<file path="config.mk">
export PLATFORM = sky130hd
export DESIGN_NAME = priority_job_dispatcher_flat
export DESIGN_NICKNAME = d
export VERILOG_FILES = /design/src/design/pjd_pkg.sv /design/src/design/pjd_if.sv /design/src/design/pjd_slot_ram.sv /design/src/design/pjd_ctr_store.sv /design/src/design/priority_job_dispatcher.sv /design/src/flat_wrapper.sv
export SDC_FILE = /design/constraint.sdc
export NUM_CORES = 2
export LEC_CHECK = 0
export ABC_AREA = 1
export ABC_CLOCK_PERIOD_IN_PS = 5400
export BUFFER_PORTS_ARGS = -buffer_cell sky130_fd_sc_hd__buf_2
export CAP_MARGIN = 5
export CORE_UTILIZATION = 62
export DETAILED_ROUTE_END_ITERATION = 6
export PLACE_DENSITY = 0.79
export SYNTH_ARGS = -nofsm -noshare
export SYNTH_HDL_FRONTEND = slang
export SYNTH_HIERARCHICAL = 1
export SYNTH_SLANG_ARGS = --single-unit
</file>
<file path="constraint.sdc">
create_clock -name i_clk -period 5.4 [get_ports i_clk]
set_clock_uncertainty 0.2 [all_clocks]
set_input_delay 0.81 -clock i_clk [delete_from_list [all_inputs] [get_ports i_clk]]
set_output_delay 0.81 -clock i_clk [all_outputs]
set_load 0.02 [all_outputs]
</file>
<file path="src/design/pjd_pkg.sv">
`default_nettype none

package pjd_pkg;

    localparam int QUEUE_DEPTH    = 16;
    localparam int NUM_PRIORITIES = 3;
    localparam int NUM_COUNTERS   = 16;

    localparam int QIDX_W  = (QUEUE_DEPTH > 1) ? $clog2(QUEUE_DEPTH) : 1;
    localparam int FILL_W  = $clog2(QUEUE_DEPTH + 1);
    localparam int PRIO_W  = (NUM_PRIORITIES > 1) ? $clog2(NUM_PRIORITIES) : 1;
    localparam int SLOT_N  = NUM_PRIORITIES * QUEUE_DEPTH;
    localparam int SLOT_AW = $clog2(SLOT_N);
    localparam int CIDX_W  = (NUM_COUNTERS > 1) ? $clog2(NUM_COUNTERS) : 1;
    localparam int PEND_W  = $clog2(SLOT_N + 1);
    localparam int PEND_MAX = 63;

    typedef enum logic [1:0] {
        KIND_SUBMIT = 2'd0,
        KIND_TAKE   = 2'd1,
        KIND_FINISH = 2'd2,
        KIND_SET    = 2'd3
    } t_kind;

    typedef enum logic [1:0] {
        STATUS_OK   = 2'd0,
        STATUS_FULL = 2'd1,
        STATUS_NONE = 2'd2
    } t_status;

    // one stored job
    typedef struct packed {
        logic [15:0] handle;
        logic        has_ctr;
        logic [3:0]  ctr_id;
    } t_slot;

    typedef struct packed {
        logic               en;
        logic [SLOT_AW-1:0] addr;
        t_slot              data;
    } t_slot_wr;

    typedef struct packed {
        logic               en;
        logic [SLOT_AW-1:0] addr;
    } t_slot_rd;

    typedef struct packed {
        logic              en;
        logic [CIDX_W-1:0] addr;
        logic [15:0]       data;
    } t_ctr_wr;

    typedef struct packed {
        logic              en;
        logic [CIDX_W-1:0] addr;
    } t_ctr_rd;

    // counter id folded into the counter range, built at elaboration
    typedef logic [CIDX_W-1:0] t_ctr_map [16];

    function automatic t_ctr_map build_ctr_map();
        t_ctr_map m;
        for (int i = 0; i < 16; i++) begin
            m[i] = CIDX_W'(i % NUM_COUNTERS);
        end
        return m;
    endfunction

    localparam t_ctr_map CTR_MAP = build_ctr_map();

    function automatic logic [SLOT_AW-1:0] slot_addr(input logic [PRIO_W-1:0] q,
                                                     input logic [QIDX_W-1:0] idx);
        return SLOT_AW'(SLOT_AW'(q) * SLOT_AW'(QUEUE_DEPTH)) + SLOT_AW'(idx);
    endfunction

endpackage

`default_nettype wire

</file>
<file path="src/design/pjd_if.sv">
`default_nettype none

interface pjd_job_if;
    logic        valid;
    logic        ready;
    logic [1:0]  kind;
    logic [1:0]  priority_req;
    logic [15:0] job_handle;
    logic        uses_counter;
    logic [3:0]  counter_id;
    logic [15:0] counter_value;

    modport source (output valid, kind, priority_req, job_handle, uses_counter,
                    counter_id, counter_value, input ready);
    modport sink   (input valid, kind, priority_req, job_handle, uses_counter,
                    counter_id, counter_value, output ready);
endinterface

interface pjd_res_if;
    logic        valid;
    logic        ready;
    logic        accepted;
    logic [1:0]  status;
    logic [15:0] job_out;
    logic        job_uses_counter;
    logic [3:0]  job_counter_id;
    logic [15:0] counter_count;
    logic        counter_complete;
    logic        counter_just_finished;
    logic [5:0]  pending_jobs;

    modport source (output valid, accepted, status, job_out, job_uses_counter,
                    job_counter_id, counter_count, counter_complete,
                    counter_just_finished, pending_jobs, input ready);
    modport sink   (input valid, accepted, status, job_out, job_uses_counter,
                    job_counter_id, counter_count, counter_complete,
                    counter_just_finished, pending_jobs, output ready);
endinterface

`default_nettype wire

</file>
<file path="src/design/pjd_slot_ram.sv">
`default_nettype none

// Job slot store: all FIFOs share one RAM, queue q owns rows q*depth onwards.
module pjd_slot_ram (
    input  wire              i_clk,
    input  pjd_pkg::t_slot_wr i_wr,
    input  pjd_pkg::t_slot_rd i_rd,
    output pjd_pkg::t_slot    o_rdata
);

    pjd_pkg::t_slot r_mem [pjd_pkg::SLOT_N];
    pjd_pkg::t_slot r_rdata;

    always_ff @(posedge i_clk) begin
        if (i_wr.en) begin
            r_mem[i_wr.addr] <= i_wr.data;
        end
        if (i_rd.en) begin
            r_rdata <= r_mem[i_rd.addr];
        end
    end

    assign o_rdata = r_rdata;

endmodule

`default_nettype wire

</file>
<file path="src/design/pjd_ctr_store.sv">
`default_nettype none

// Completion counters. Per-entry valid bits stand in for the zero reset.
module pjd_ctr_store (
    input  wire              i_clk,
    input  wire              i_rst_n,
    input  pjd_pkg::t_ctr_wr i_wr,
    input  pjd_pkg::t_ctr_rd i_rd,
    output logic [15:0]      o_rdata
);

    logic [15:0]                    r_mem [pjd_pkg::NUM_COUNTERS];
    logic [pjd_pkg::NUM_COUNTERS-1:0] r_valid;
    logic [15:0]                    r_rdata;
    logic                           r_rd_valid;

    always_ff @(posedge i_clk) begin
        if (i_wr.en) begin
            r_mem[i_wr.addr] <= i_wr.data;
        end
        if (i_rd.en) begin
            r_rdata <= r_mem[i_rd.addr];
        end
    end

    always_ff @(posedge i_clk) begin
        if (!i_rst_n) begin
            r_valid    <= '0;
            r_rd_valid <= 1'b0;
        end else begin
            if (i_wr.en) begin
                r_valid[i_wr.addr] <= 1'b1;
            end
            if (i_rd.en) begin
                r_rd_valid <= r_valid[i_rd.addr];
            end
        end
    end

    assign o_rdata = r_rd_valid ? r_rdata : 16'd0;

endmodule

`default_nettype wire

</file>
<file path="src/design/priority_job_dispatcher.sv">
// Result path: the accepting edge moves the sequencer to EXEC, which loads the result
// register; the result stays there until it is taken.
// Flow: a new transaction is taken only after the two-step sequencer (read the slot and
// counter memories, then modify and write back) is done with the last one; a result held
// in the output register blocks the next transaction until it is taken.
// Reset: synchronous, active low; clears FIFO pointers, fills, pending total and counter
// valid bits at once, so no clearing pass is needed. Job slots are not reset.
`default_nettype none

module priority_job_dispatcher (
    input  wire       i_clk,
    input  wire       i_rst_n,
    pjd_job_if.sink   i_job,
    pjd_res_if.source o_res
);

    localparam int QD = pjd_pkg::QUEUE_DEPTH;
    localparam int NP = pjd_pkg::NUM_PRIORITIES;

    // Two-step sequencer: IDLE takes a transaction and launches the memory reads,
    // EXEC sees the read data, writes back and loads the result register.
    typedef enum logic [1:0] {
        S_IDLE = 2'b01,
        S_EXEC = 2'b10
    } t_state;

    t_state r_state, n_state;

    // per-FIFO pointers, small enough for flops
    logic [pjd_pkg::QIDX_W-1:0] r_head [NP];
    logic [pjd_pkg::FILL_W-1:0] r_fill [NP];
    logic [pjd_pkg::PEND_W-1:0] r_pending;

    // transaction held across the read cycle
    pjd_pkg::t_kind              r_kind;
    logic [pjd_pkg::PRIO_W-1:0]  r_qsel;
    logic                        r_hit;
    logic [pjd_pkg::QIDX_W-1:0]  r_head_q;
    logic [pjd_pkg::FILL_W-1:0]  r_fill_q;
    logic [15:0]                 r_handle;
    logic                        r_uses;
    logic [3:0]                  r_cid_raw;
    logic [pjd_pkg::CIDX_W-1:0]  r_cidx;
    logic [15:0]                 r_cval;

    // result register
    logic        r_out_valid;
    logic        r_accepted;
    logic [1:0]  r_status;
    logic [15:0] r_job_out;
    logic        r_job_uses;
    logic [3:0]  r_job_cid;
    logic [15:0] r_ctr_count;
    logic        r_ctr_complete;
    logic        r_ctr_just;
    logic [5:0]  r_pend_out;

    logic in_fire, out_fire;

    // accept-side selection
    logic [pjd_pkg::PRIO_W-1:0] sel_take;
    logic                       any_pending;
    logic [pjd_pkg::PRIO_W-1:0] prio_sat;
    logic [pjd_pkg::PRIO_W-1:0] n_qsel;

    // exec-side results
    pjd_pkg::t_slot             slot_rd;
    logic [15:0]                ctr_rd;
    pjd_pkg::t_slot_wr          slot_wr;
    pjd_pkg::t_slot_rd          slot_rq;
    pjd_pkg::t_ctr_wr           ctr_wr;
    pjd_pkg::t_ctr_rd           ctr_rq;
    logic                       q_full;
    logic [pjd_pkg::QIDX_W+1:0] tail_sum;
    logic [pjd_pkg::QIDX_W-1:0] tail_idx;
    logic [pjd_pkg::QIDX_W-1:0] head_next;
    logic                       q_upd;
    logic [pjd_pkg::FILL_W-1:0] n_fill_q;
    logic [pjd_pkg::QIDX_W-1:0] n_head_q;
    logic [pjd_pkg::PEND_W-1:0] n_pending;
    logic                       n_accepted;
    logic [1:0]                 n_status;
    logic [15:0]                n_job_out;
    logic                       n_job_uses;
    logic [3:0]                 n_job_cid;
    logic [15:0]                n_ctr;
    logic                       n_ctr_just;

    // Input is taken only when idle and the result register is free, or frees
    // this cycle, so EXEC can always load it.
    assign i_job.ready = r_state[0] && (!r_out_valid || o_res.ready);
    assign in_fire     = i_job.valid && i_job.ready;
    assign out_fire    = r_out_valid && o_res.ready;

    // Highest non-empty FIFO wins a take; scan from lowest so priority 0 ends up last.
    always_comb begin
        sel_take    = '0;
        any_pending = 1'b0;
        for (int p = NP - 1; p >= 0; p--) begin
            if (r_fill[p] != '0) begin
                sel_take    = pjd_pkg::PRIO_W'(p);
                any_pending = 1'b1;
            end
        end
    end

    // out-of-range priority falls to the lowest queue
    assign prio_sat = (32'(i_job.priority_req) >= 32'(NP))
                    ? pjd_pkg::PRIO_W'(NP - 1)
                    : pjd_pkg::PRIO_W'(i_job.priority_req);

    assign n_qsel = (pjd_pkg::t_kind'(i_job.kind) == pjd_pkg::KIND_TAKE) ? sel_take
                                                                         : prio_sat;

    // read the head slot of the chosen FIFO and the addressed counter on accept
    assign slot_rq.en   = in_fire;
    assign slot_rq.addr = pjd_pkg::slot_addr(n_qsel, r_head[n_qsel]);
    assign ctr_rq.en    = in_fire;
    assign ctr_rq.addr  = pjd_pkg::CTR_MAP[i_job.counter_id];

    pjd_slot_ram u_slot_ram (
        .i_clk   (i_clk),
        .i_wr    (slot_wr),
        .i_rd    (slot_rq),
        .o_rdata (slot_rd)
    );

    pjd_ctr_store u_ctr_store (
        .i_clk   (i_clk),
        .i_rst_n (i_rst_n),
        .i_wr    (ctr_wr),
        .i_rd    (ctr_rq),
        .o_rdata (ctr_rd)
    );

    // tail = (head + fill) mod depth; the sum stays under twice the depth
    assign q_full   = (r_fill_q == pjd_pkg::FILL_W'(QD));
    assign tail_sum = (pjd_pkg::QIDX_W + 2)'(r_head_q) + (pjd_pkg::QIDX_W + 2)'(r_fill_q);
    assign tail_idx = (tail_sum >= (pjd_pkg::QIDX_W + 2)'(QD))
                    ? pjd_pkg::QIDX_W'(tail_sum - (pjd_pkg::QIDX_W + 2)'(QD))
                    : pjd_pkg::QIDX_W'(tail_sum);
    assign head_next = (32'(r_head_q) + 32'd1 >= 32'(QD)) ? '0
                                                         : r_head_q + pjd_pkg::QIDX_W'(1);

    always_comb begin
        slot_wr.en        = 1'b0;
        slot_wr.addr      = pjd_pkg::slot_addr(r_qsel, tail_idx);
        slot_wr.data.handle  = r_handle;
        slot_wr.data.has_ctr = r_uses;
        slot_wr.data.ctr_id  = r_uses ? r_cid_raw : 4'd0;

        ctr_wr.en   = 1'b0;
        ctr_wr.addr = r_cidx;
        ctr_wr.data = r_cval;

        q_upd      = 1'b0;
        n_fill_q   = r_fill_q;
        n_head_q   = r_head_q;
        n_pending  = r_pending;
        n_accepted = 1'b0;
        n_status   = pjd_pkg::STATUS_OK;
        n_job_out  = 16'd0;
        n_job_uses = 1'b0;
        n_job_cid  = 4'd0;
        n_ctr      = ctr_rd;
        n_ctr_just = 1'b0;

        unique case (r_kind)
            pjd_pkg::KIND_SUBMIT: begin
                if (q_full) begin
                    n_status = pjd_pkg::STATUS_FULL;
                end else begin
                    slot_wr.en = 1'b1;
                    q_upd      = 1'b1;
                    n_fill_q   = r_fill_q + pjd_pkg::FILL_W'(1);
                    n_pending  = r_pending + pjd_pkg::PEND_W'(1);
                    n_accepted = 1'b1;
                end
            end
            pjd_pkg::KIND_TAKE: begin
                if (r_hit) begin
                    q_upd      = 1'b1;
                    n_fill_q   = r_fill_q - pjd_pkg::FILL_W'(1);
                    n_head_q   = head_next;
                    n_pending  = (r_pending != '0) ? r_pending - pjd_pkg::PEND_W'(1)
                                                   : r_pending;
                    n_accepted = 1'b1;
                    n_job_out  = slot_rd.handle;
                    n_job_uses = slot_rd.has_ctr;
                    n_job_cid  = slot_rd.has_ctr ? slot_rd.ctr_id : 4'd0;
                end else begin
                    n_status = pjd_pkg::STATUS_NONE;
                end
            end
            pjd_pkg::KIND_FINISH: begin
                // saturating decrement; only a 1 -> 0 step counts as finished
                if (r_uses && ctr_rd != 16'd0) begin
                    ctr_wr.en   = 1'b1;
                    ctr_wr.data = ctr_rd - 16'd1;
                    n_ctr       = ctr_rd - 16'd1;
                    n_ctr_just  = (ctr_rd == 16'd1);
                end
            end
            pjd_pkg::KIND_SET: begin
                ctr_wr.en = 1'b1;
                n_ctr     = r_cval;
            end
            default: begin
            end
        endcase
    end

    always_comb begin
        unique case (r_state)
            S_IDLE:  n_state = in_fire ? S_EXEC : S_IDLE;
            S_EXEC:  n_state = S_IDLE;
            default: n_state = S_IDLE;
        endcase
    end

    // control state
    always_ff @(posedge i_clk) begin
        if (!i_rst_n) begin
            r_state     <= S_IDLE;
            r_out_valid <= 1'b0;
            r_pending   <= '0;
            for (int p = 0; p < NP; p++) begin
                r_head[p] <= '0;
                r_fill[p] <= '0;
            end
        end else begin
            r_state <= n_state;
            if (r_state[1]) begin
                r_out_valid <= 1'b1;
                r_pending   <= n_pending;
                if (q_upd) begin
                    r_head[r_qsel] <= n_head_q;
                    r_fill[r_qsel] <= n_fill_q;
                end
            end else if (out_fire) begin
                r_out_valid <= 1'b0;
            end
        end
    end

    // transaction capture; pointers of the chosen FIFO cannot change until EXEC
    always_ff @(posedge i_clk) begin
        if (in_fire) begin
            r_kind    <= pjd_pkg::t_kind'(i_job.kind);
            r_qsel    <= n_qsel;
            r_hit     <= any_pending;
            r_head_q  <= r_head[n_qsel];
            r_fill_q  <= r_fill[n_qsel];
            r_handle  <= i_job.job_handle;
            r_uses    <= i_job.uses_counter;
            r_cid_raw <= i_job.counter_id;
            r_cidx    <= ctr_rq.addr;
            r_cval    <= i_job.counter_value;
        end
    end

    // result payload
    always_ff @(posedge i_clk) begin
        if (r_state[1]) begin
            r_accepted     <= n_accepted;
            r_status       <= n_status;
            r_job_out      <= n_job_out;
            r_job_uses     <= n_job_uses;
            r_job_cid      <= n_job_cid;
            r_ctr_count    <= n_ctr;
            r_ctr_complete <= (n_ctr == 16'd0);
            r_ctr_just     <= n_ctr_just;
            r_pend_out     <= (32'(n_pending) > pjd_pkg::PEND_MAX) ? 6'(pjd_pkg::PEND_MAX)
                                                                  : 6'(n_pending);
        end
    end

    assign o_res.valid                 = r_out_valid;
    assign o_res.accepted              = r_accepted;
    assign o_res.status                = r_status;
    assign o_res.job_out               = r_job_out;
    assign o_res.job_uses_counter      = r_job_uses;
    assign o_res.job_counter_id        = r_job_cid;
    assign o_res.counter_count         = r_ctr_count;
    assign o_res.counter_complete      = r_ctr_complete;
    assign o_res.counter_just_finished = r_ctr_just;
    assign o_res.pending_jobs          = r_pend_out;

endmodule

`default_nettype wire

</file>
<file path="src/flat_wrapper.sv">
// flat-port wrapper written by rule: the top's interface ports become plain ports
module priority_job_dispatcher_flat 
  (i_clk, i_rst_n, i_job_valid, i_job_kind, i_job_priority_req, i_job_job_handle, i_job_uses_counter, i_job_counter_id, i_job_counter_value, i_job_ready, o_res_valid, o_res_accepted, o_res_status, o_res_job_out, o_res_job_uses_counter, o_res_job_counter_id, o_res_counter_count, o_res_counter_complete, o_res_counter_just_finished, o_res_pending_jobs, o_res_ready);
  pjd_job_if i_job_i ();
  pjd_res_if o_res_i ();
  input  wire i_clk;
  input  wire i_rst_n;
  input wire logic [$bits(i_job_i.valid)-1:0] i_job_valid;
  input wire logic [$bits(i_job_i.kind)-1:0] i_job_kind;
  input wire logic [$bits(i_job_i.priority_req)-1:0] i_job_priority_req;
  input wire logic [$bits(i_job_i.job_handle)-1:0] i_job_job_handle;
  input wire logic [$bits(i_job_i.uses_counter)-1:0] i_job_uses_counter;
  input wire logic [$bits(i_job_i.counter_id)-1:0] i_job_counter_id;
  input wire logic [$bits(i_job_i.counter_value)-1:0] i_job_counter_value;
  output wire logic [$bits(i_job_i.ready)-1:0] i_job_ready;
  output wire logic [$bits(o_res_i.valid)-1:0] o_res_valid;
  output wire logic [$bits(o_res_i.accepted)-1:0] o_res_accepted;
  output wire logic [$bits(o_res_i.status)-1:0] o_res_status;
  output wire logic [$bits(o_res_i.job_out)-1:0] o_res_job_out;
  output wire logic [$bits(o_res_i.job_uses_counter)-1:0] o_res_job_uses_counter;
  output wire logic [$bits(o_res_i.job_counter_id)-1:0] o_res_job_counter_id;
  output wire logic [$bits(o_res_i.counter_count)-1:0] o_res_counter_count;
  output wire logic [$bits(o_res_i.counter_complete)-1:0] o_res_counter_complete;
  output wire logic [$bits(o_res_i.counter_just_finished)-1:0] o_res_counter_just_finished;
  output wire logic [$bits(o_res_i.pending_jobs)-1:0] o_res_pending_jobs;
  input wire logic [$bits(o_res_i.ready)-1:0] o_res_ready;
  assign i_job_i.valid = i_job_valid;
  assign i_job_i.kind = i_job_kind;
  assign i_job_i.priority_req = i_job_priority_req;
  assign i_job_i.job_handle = i_job_job_handle;
  assign i_job_i.uses_counter = i_job_uses_counter;
  assign i_job_i.counter_id = i_job_counter_id;
  assign i_job_i.counter_value = i_job_counter_value;
  assign i_job_ready = i_job_i.ready;
  assign o_res_valid = o_res_i.valid;
  assign o_res_accepted = o_res_i.accepted;
  assign o_res_status = o_res_i.status;
  assign o_res_job_out = o_res_i.job_out;
  assign o_res_job_uses_counter = o_res_i.job_uses_counter;
  assign o_res_job_counter_id = o_res_i.job_counter_id;
  assign o_res_counter_count = o_res_i.counter_count;
  assign o_res_counter_complete = o_res_i.counter_complete;
  assign o_res_counter_just_finished = o_res_i.counter_just_finished;
  assign o_res_pending_jobs = o_res_i.pending_jobs;
  assign o_res_i.ready = o_res_ready;
  priority_job_dispatcher u_core (.i_clk(i_clk), .i_rst_n(i_rst_n), .i_job(i_job_i), .o_res(o_res_i));
endmodule
</file>
-- Word-level counts from Yosys, hierarchy flattened
Memories as Yosys holds them, arrays and structs flattened. A register that Yosys moved wholly into a read port is not among the register bits.
Cells that the tools add are included.
- bits in registers: 124
- word-level logic and storage cells: 133
- bits of input ports: 45
- memory bits (writable): 1291
- memories kept: 5
- output and inout port bits: 50
- ROM bits: 64
- memory list (memory ; depth ; bits a word ; rd ports ; clocked after memory_dff ; write ports ; line ; text):
    u_core.u_slot_ram.r_mem ; 48 ; 21 ; 1 ; 1 ; 1 ; pjd_slot_ram.sv:11 ; pjd_pkg::t_slot r_mem [pjd_pkg::SLOT_N];
    u_core.u_ctr_store.r_mem ; 16 ; 16 ; 1 ; 1 ; 1 ; pjd_ctr_store.sv:12 ; logic [15:0] r_mem [pjd_pkg::NUM_COUNTERS];
    (name not given) ; 16 ; 4 ; 1 ; 0 ; 0 ; priority_job_dispatcher.sv:119 ; assign ctr_rq.addr = pjd_pkg::CTR_MAP[i_job.counter_id];
    u_core.r_fill ; 3 ; 5 ; 4 ; 1 ; 3 ; priority_job_dispatcher.sv:31 ; logic [pjd_pkg::FILL_W-1:0] r_fill [NP];
    u_core.r_head ; 3 ; 4 ; 1 ; 0 ; 3 ; priority_job_dispatcher.sv:30 ; logic [pjd_pkg::QIDX_W-1:0] r_head [NP];
- bitwise logic cells: 2
- reductions and logical operators: 22
- $lt $le $gt $ge: 7
- muxes and demuxes: 56
- add/sub/neg operators: 11
- equal/unequal tests: 7
- operator list (kind ; number):
    $mux W16 ; 4
    $ge A32 B5 Y1 const B ; 1
    $mux W4 ; 8
    $pmux W16 S2 ; 1
    $mux W1 ; 21
    $mux W2 ; 9
    $mux W6 ; 3
    $eq A16 B1 Y1 const B ; 1
    $logic_not A16 Y1 ; 1
    $or A16 B16 Y16 ; 1
    $reduce_bool A16 Y1 ; 1
    $sub A16 B1 Y16 const B ; 1
    $mux W5 ; 3
    $reduce_bool A5 Y1 ; 3
    $add A6 B4 Y6 ; 2
    $pmux W6 S2 ; 1
    $lt A4 B5 Y1 const B ; 2
    $pmux W5 S2 ; 1
    $add A4 B5 Y6 ; 1
    $add A6 B1 Y6 const B ; 1
    $eq A2 B1 Y1 const B ; 3
    $ge A6 B5 Y1 const B ; 1
    $reduce_and A2 Y1 ; 3
    $reduce_bool A6 Y1 ; 1
    25 further kinds ; 31

-- Logic depth before layout (Yosys ltp)
- word-level depth: 9
- depth in mapped cells: 21
- gate-level depth less buffers: 17

-- Hierarchy
Netlist, hierarchy kept.
- by module, submodules not included (module ; area an instance (sq um) ; sequential area each (sq um) ; cells an instance ; times used):
    pjd_slot_ram ; 41242.1 ; 30899.6 ; 3351 ; 1
    pjd_ctr_store ; 11434.7 ; 8508.2 ; 905 ; 1
    priority_job_dispatcher ; 6721.4 ; 3963.8 ; 726 ; 1

-- Worst setup path before layout
Ideal clock, no wire load.
- path type: register to register
- from: register u_core/r_fill_q[0] in the netlist's numbering (read register of u_core.r_fill)
- to: memory u_core/u_slot_ram/r_mem[31][0] in the netlist's numbering (enable)
- cell stages (with the launch flop): 9
- path slack: 0.966 ns
- arrival time: 3.782 ns
- buffers on the path: 0
- clock period less this slack: 4.434 ns
- required time: 4.748 ns
- cell sequence: edfxtp_1 ha_1 inv_1 fa_1 xnor2_1 inv_1 nor3_1 nand2_1 nor4_1
- RTL lines (element ; line ; text):
    start, declared ; priority_job_dispatcher.sv:39 ; logic [pjd_pkg::FILL_W-1:0] r_fill_q;
    end, declared ; pjd_slot_ram.sv:11 ;

==> results.ini <==
[setup_path]
critPathMostFrequentCell = sky130_fd_sc_hd__nand2_1
worst_ep_arrival_time_ps = 5030
max_stage_delay_ps = 500
crit_required_ps = 5830
critical_path_buf_inv_count = 3
timing.setup.critical_path_class = flop to flop
crit_path_max_fanout = 124
worst_path_max_delay_cell = sky130_fd_sc_hd__buf_12
startpoint_type = flop
critical_path.endpoint_type = flop
crit_path_cell_trace = nor3_1 > nand4_1 > nand2_1 > clkinv_1 > a21oi_1 > a31oi_4 > inv_16 > buf_12 > nor2_1 > o211ai_1 > nand3_1 > nand2_1 > nand2_1 > nand2_1
critPathTopFamily = simple AND/OR/NAND/NOR gates

[yosys]
synth.lib_cells_used.distinct = 42
netlist_top_cells_count = 1427 x sky130_fd_sc_hd__edfxtp_1, 1113 x sky130_fd_sc_hd__nand2_1, 690 x sky130_fd_sc_hd__nand3_1
synthMostInstantiatedCell = sky130_fd_sc_hd__edfxtp_1
netlist.area_leader.share_pct = 72.14
postSynthAreaPerCell_um2 = 11.92
synthFlopType = sky130_fd_sc_hd__edfxtp_1
synth_enable_flop_cells = 1427
number_of_instances_in_the_synthesized_netlist = 4982
ys_async_sr_fraction_pct = 0
synth.yosys.seq_area_share_pct = 73.02
synth.ff_latch_count = 1453
synth_nets = 5040
synth.yosys.warnings = 6
synthDominantAreaCellType = sky130_fd_sc_hd__edfxtp_1
synthesis.area_um2 = 59400
synthTopCellsByArea = sky130_fd_sc_hd__edfxtp_1 72%, sky130_fd_sc_hd__nand2_1 7.0%, sky130_fd_sc_hd__nand3_1 5.8%

[status]
outcome = finished, violations left
failed_checks = design-rule violations

[global_route]
number_of_global_route_vias_before_repair = 38860
grt_max_degree = 137
global_route.usage.total_pct = 33.23
antenna_found_initial = 7
grt-ovfl-total = 0
grt_pass1_wl_mm = 238.7

[drt]
number_of_drc_markers_after_the_initial_detailed_route_iteration = 7088
finalWirelength_mm = 162.0
routed_wire_length_per_instance_um = 25.03
avgViaCountPerCell = 6.331
route.vias.total = 40980
drt_drc_violations_left = 1
detail-route-antenna-nets = 0
pre_repair_dr_iteration_count = 7

[die]
std_cell_rows = 113
dieWidth_um = 311.5
die_area_um2 = 97040
starting_density_of_the_core_pct = 62.52
core_area_um2 = 95010
die_h_um = 311.5
top_level_ports = 95

[timing]
finalCriticalPeriod_ps = 4601
totalNegativeSetupSlack_ps = 0
timing_max_transition_violations_final = 0
relSlewSlack_pct = 17.76
fmax_mhz = 217.3
finalSetupViolCount = 0
grt_setup_unrepaired = false
worstMarginPinSlew_ps = 1231
final-hold-violation-count = 0
period_share_pct = 85.21

[clock_tree]
post_cts_resize_count = 0
clk-insertion-delay-late_ps = 770
cts_buf_count = 144
cts-root-buf = sky130_fd_sc_hd__clkbuf_16
clkSlewWorstSetupHoldPaths_ps = 70
cts-hold-fix-buffers = 9
htree_levels = 4
clkSinkCount = 1453
cts-root-to-sink-buffers = 3
post_cts.repair.setup_buffers = 0
cts_tree = built

[final_layout]
combined_area_of_the_multi_input_logic_cells_um2 = 14060
sequential_cell_area_um2 = 43370
area_growth_syn_to_layout_pct = 11.35
filler_cell_count = 6166
fraction_of_final_layout_cells_sized_beyond_drive_strength_1_pct = 10.39
final_net_count = 5148
instances_no_fill = 6473

[run]
max-cap-violations = 0

[place]
gp_congestion = 0.9513
buffer_ports.inserted = 94
post-place-cells = 6200
sum_of_net_half_perimeters_after_detailed_placement_mm = 91.45

[pwr]
sw_frac_of_total_pct = 25.47
logic_gate_share_of_total_power_pct = 11.3
p_leak_nw = 23.70
ir_drop_v = 0.0002936
power.share.clock_pct = 38.0
power.density_nw_per_um2 = 380.5
net-switching-power_mw = 6.409
seq_power_share_pct = 50.7
internal_power_mw = 18.76

[min_path]
min_path_type = input pin to flop

[registers in the layout, indices dropped and copies added, names as in the netlist, 12 cells and up]
name and cells:
u_core/r_cval 16, u_core/r_head 12, u_core/o_res.job_out 16, u_core/r_fill 15, u_core/u_ctr_store/r_mem 256, u_core/u_slot_ram/o_rdata 21, u_core/o_res.counter_count 16, u_core/u_slot_ram/r_mem 1008
u_core/u_ctr_store/r_rdata 16, u_core/u_ctr_store/r_valid 16, u_core/r_handle 16
[layer usage]
layer	up-vias	share of wire [%]	GRT usage, %	wire length (um)
met2	3153	46	51.45	74700
met4	4	6.2	19.32	9993
li1	17780	-	-	-
met3	553	13	7.893	21510
met1	19490	34	43.31	55800
met5	-	0.020	0	32
[logic make-up (layout without fill, tap and decap cells)]
kind of cell    after synthesis  after routing  share of synthesized area, %
mux                           1              1                       0.01896
compound gates              525            525                         5.169
simple gates               2494           2494                         17.44
xor+xnor                     18             18                        0.2654
flops                      1453           1453                         73.02
fa+ha+maj                    13             13                        0.2865
other cells                   0              3                             0
buf+inv                     478            701                         3.800
[placed cells by master (no fill, tap or decap), drive strengths merged]
cell	instances
o211ai	142
diode	3
ha	12
buf	240
inv	194
o221ai	8
nand4	9
nand3	691
bufinv	6
nor3b	1
nand2	1115
nor2	650
nor3	24
xor2	14
dlygate4sd3	9
o21bai	10
fa	1
clkinvlp	3
a21oi	21
mux2	1
dfxtp	26
or2	1
clkinv	61
edfxtp	1427
clkbuf	188
a31oi	7
nor4	3
xnor2	4
o21a	2
o21ai	323
o22ai	12
[stage by stage]
step | hold slack (ps) | area, um2 | utilization, % | power [mW] | setup WS [ps]
3_3_place_gp | 249.5 | 61570 | 64.81 | 15.63 | 473.2
3_5_place_dp | 258.8 | 61570 | 64.81 | 15.71 | 387.1
2_1_floorplan | 240.2 | 59400 | - | 14.70 | 965.8
5_1_grt | 10.91 | 66130 | 69.61 | 25.82 | 618.2
4_1_cts | 0.5319 | 66130 | 69.60 | 25.09 | 1010
6_report | 32.85 | 66140 | 69.61 | 25.17 | 798.8
[power by group through the flow]
stage | Sequential [mW] | Clock (mW) | Combinational [mW]
2_1_floorplan | 13.0 | 0 | 1.66
3_3_place_gp | 13.0 | 0 | 2.64
3_5_place_dp | 13.0 | 0 | 2.71
4_1_cts | 12.8 | 9.58 | 2.75
5_1_grt | 12.8 | 10.0 | 3.02
6_report | 12.8 | 9.55 | 2.85
[worst paths after layout]
| check | start | to | slack [ps] | cells after the start |
|---|---|---|---|---|
| max | u_core/r_fill[0][0]$_SDFFCE_PN0P_ | u_core/u_slot_ram/o_rdata[15]$_DFFE_PP_ | 800 | 14 |
| min | i_job_job_handle[11] | u_core/r_handle[11]$_DFFE_PP_ | 30 | 1 |
| max reg2reg | u_core/r_fill[0][0]$_SDFFCE_PN0P_ | u_core/u_slot_ram/o_rdata[15]$_DFFE_PP_ | 800 | 14 |
| min reg2reg | u_core/u_ctr_store/r_valid[12]$_SDFFE_PN0P_ | u_core/u_ctr_store/r_valid[12]$_SDFFE_PN0P_ | 270 | 2 |
[final cells by class]
type                       count  area share, %
inverter                     191          1.131
timing repair buffer         249          2.868
clock inverter                73         0.8797
clock buffer                 188          5.874
multi-input combinational   3051          21.26
tap                         1265          2.393
sequential                  1453          65.58
antenna                        3        0.01135
(Power assumes the default switching activity.)
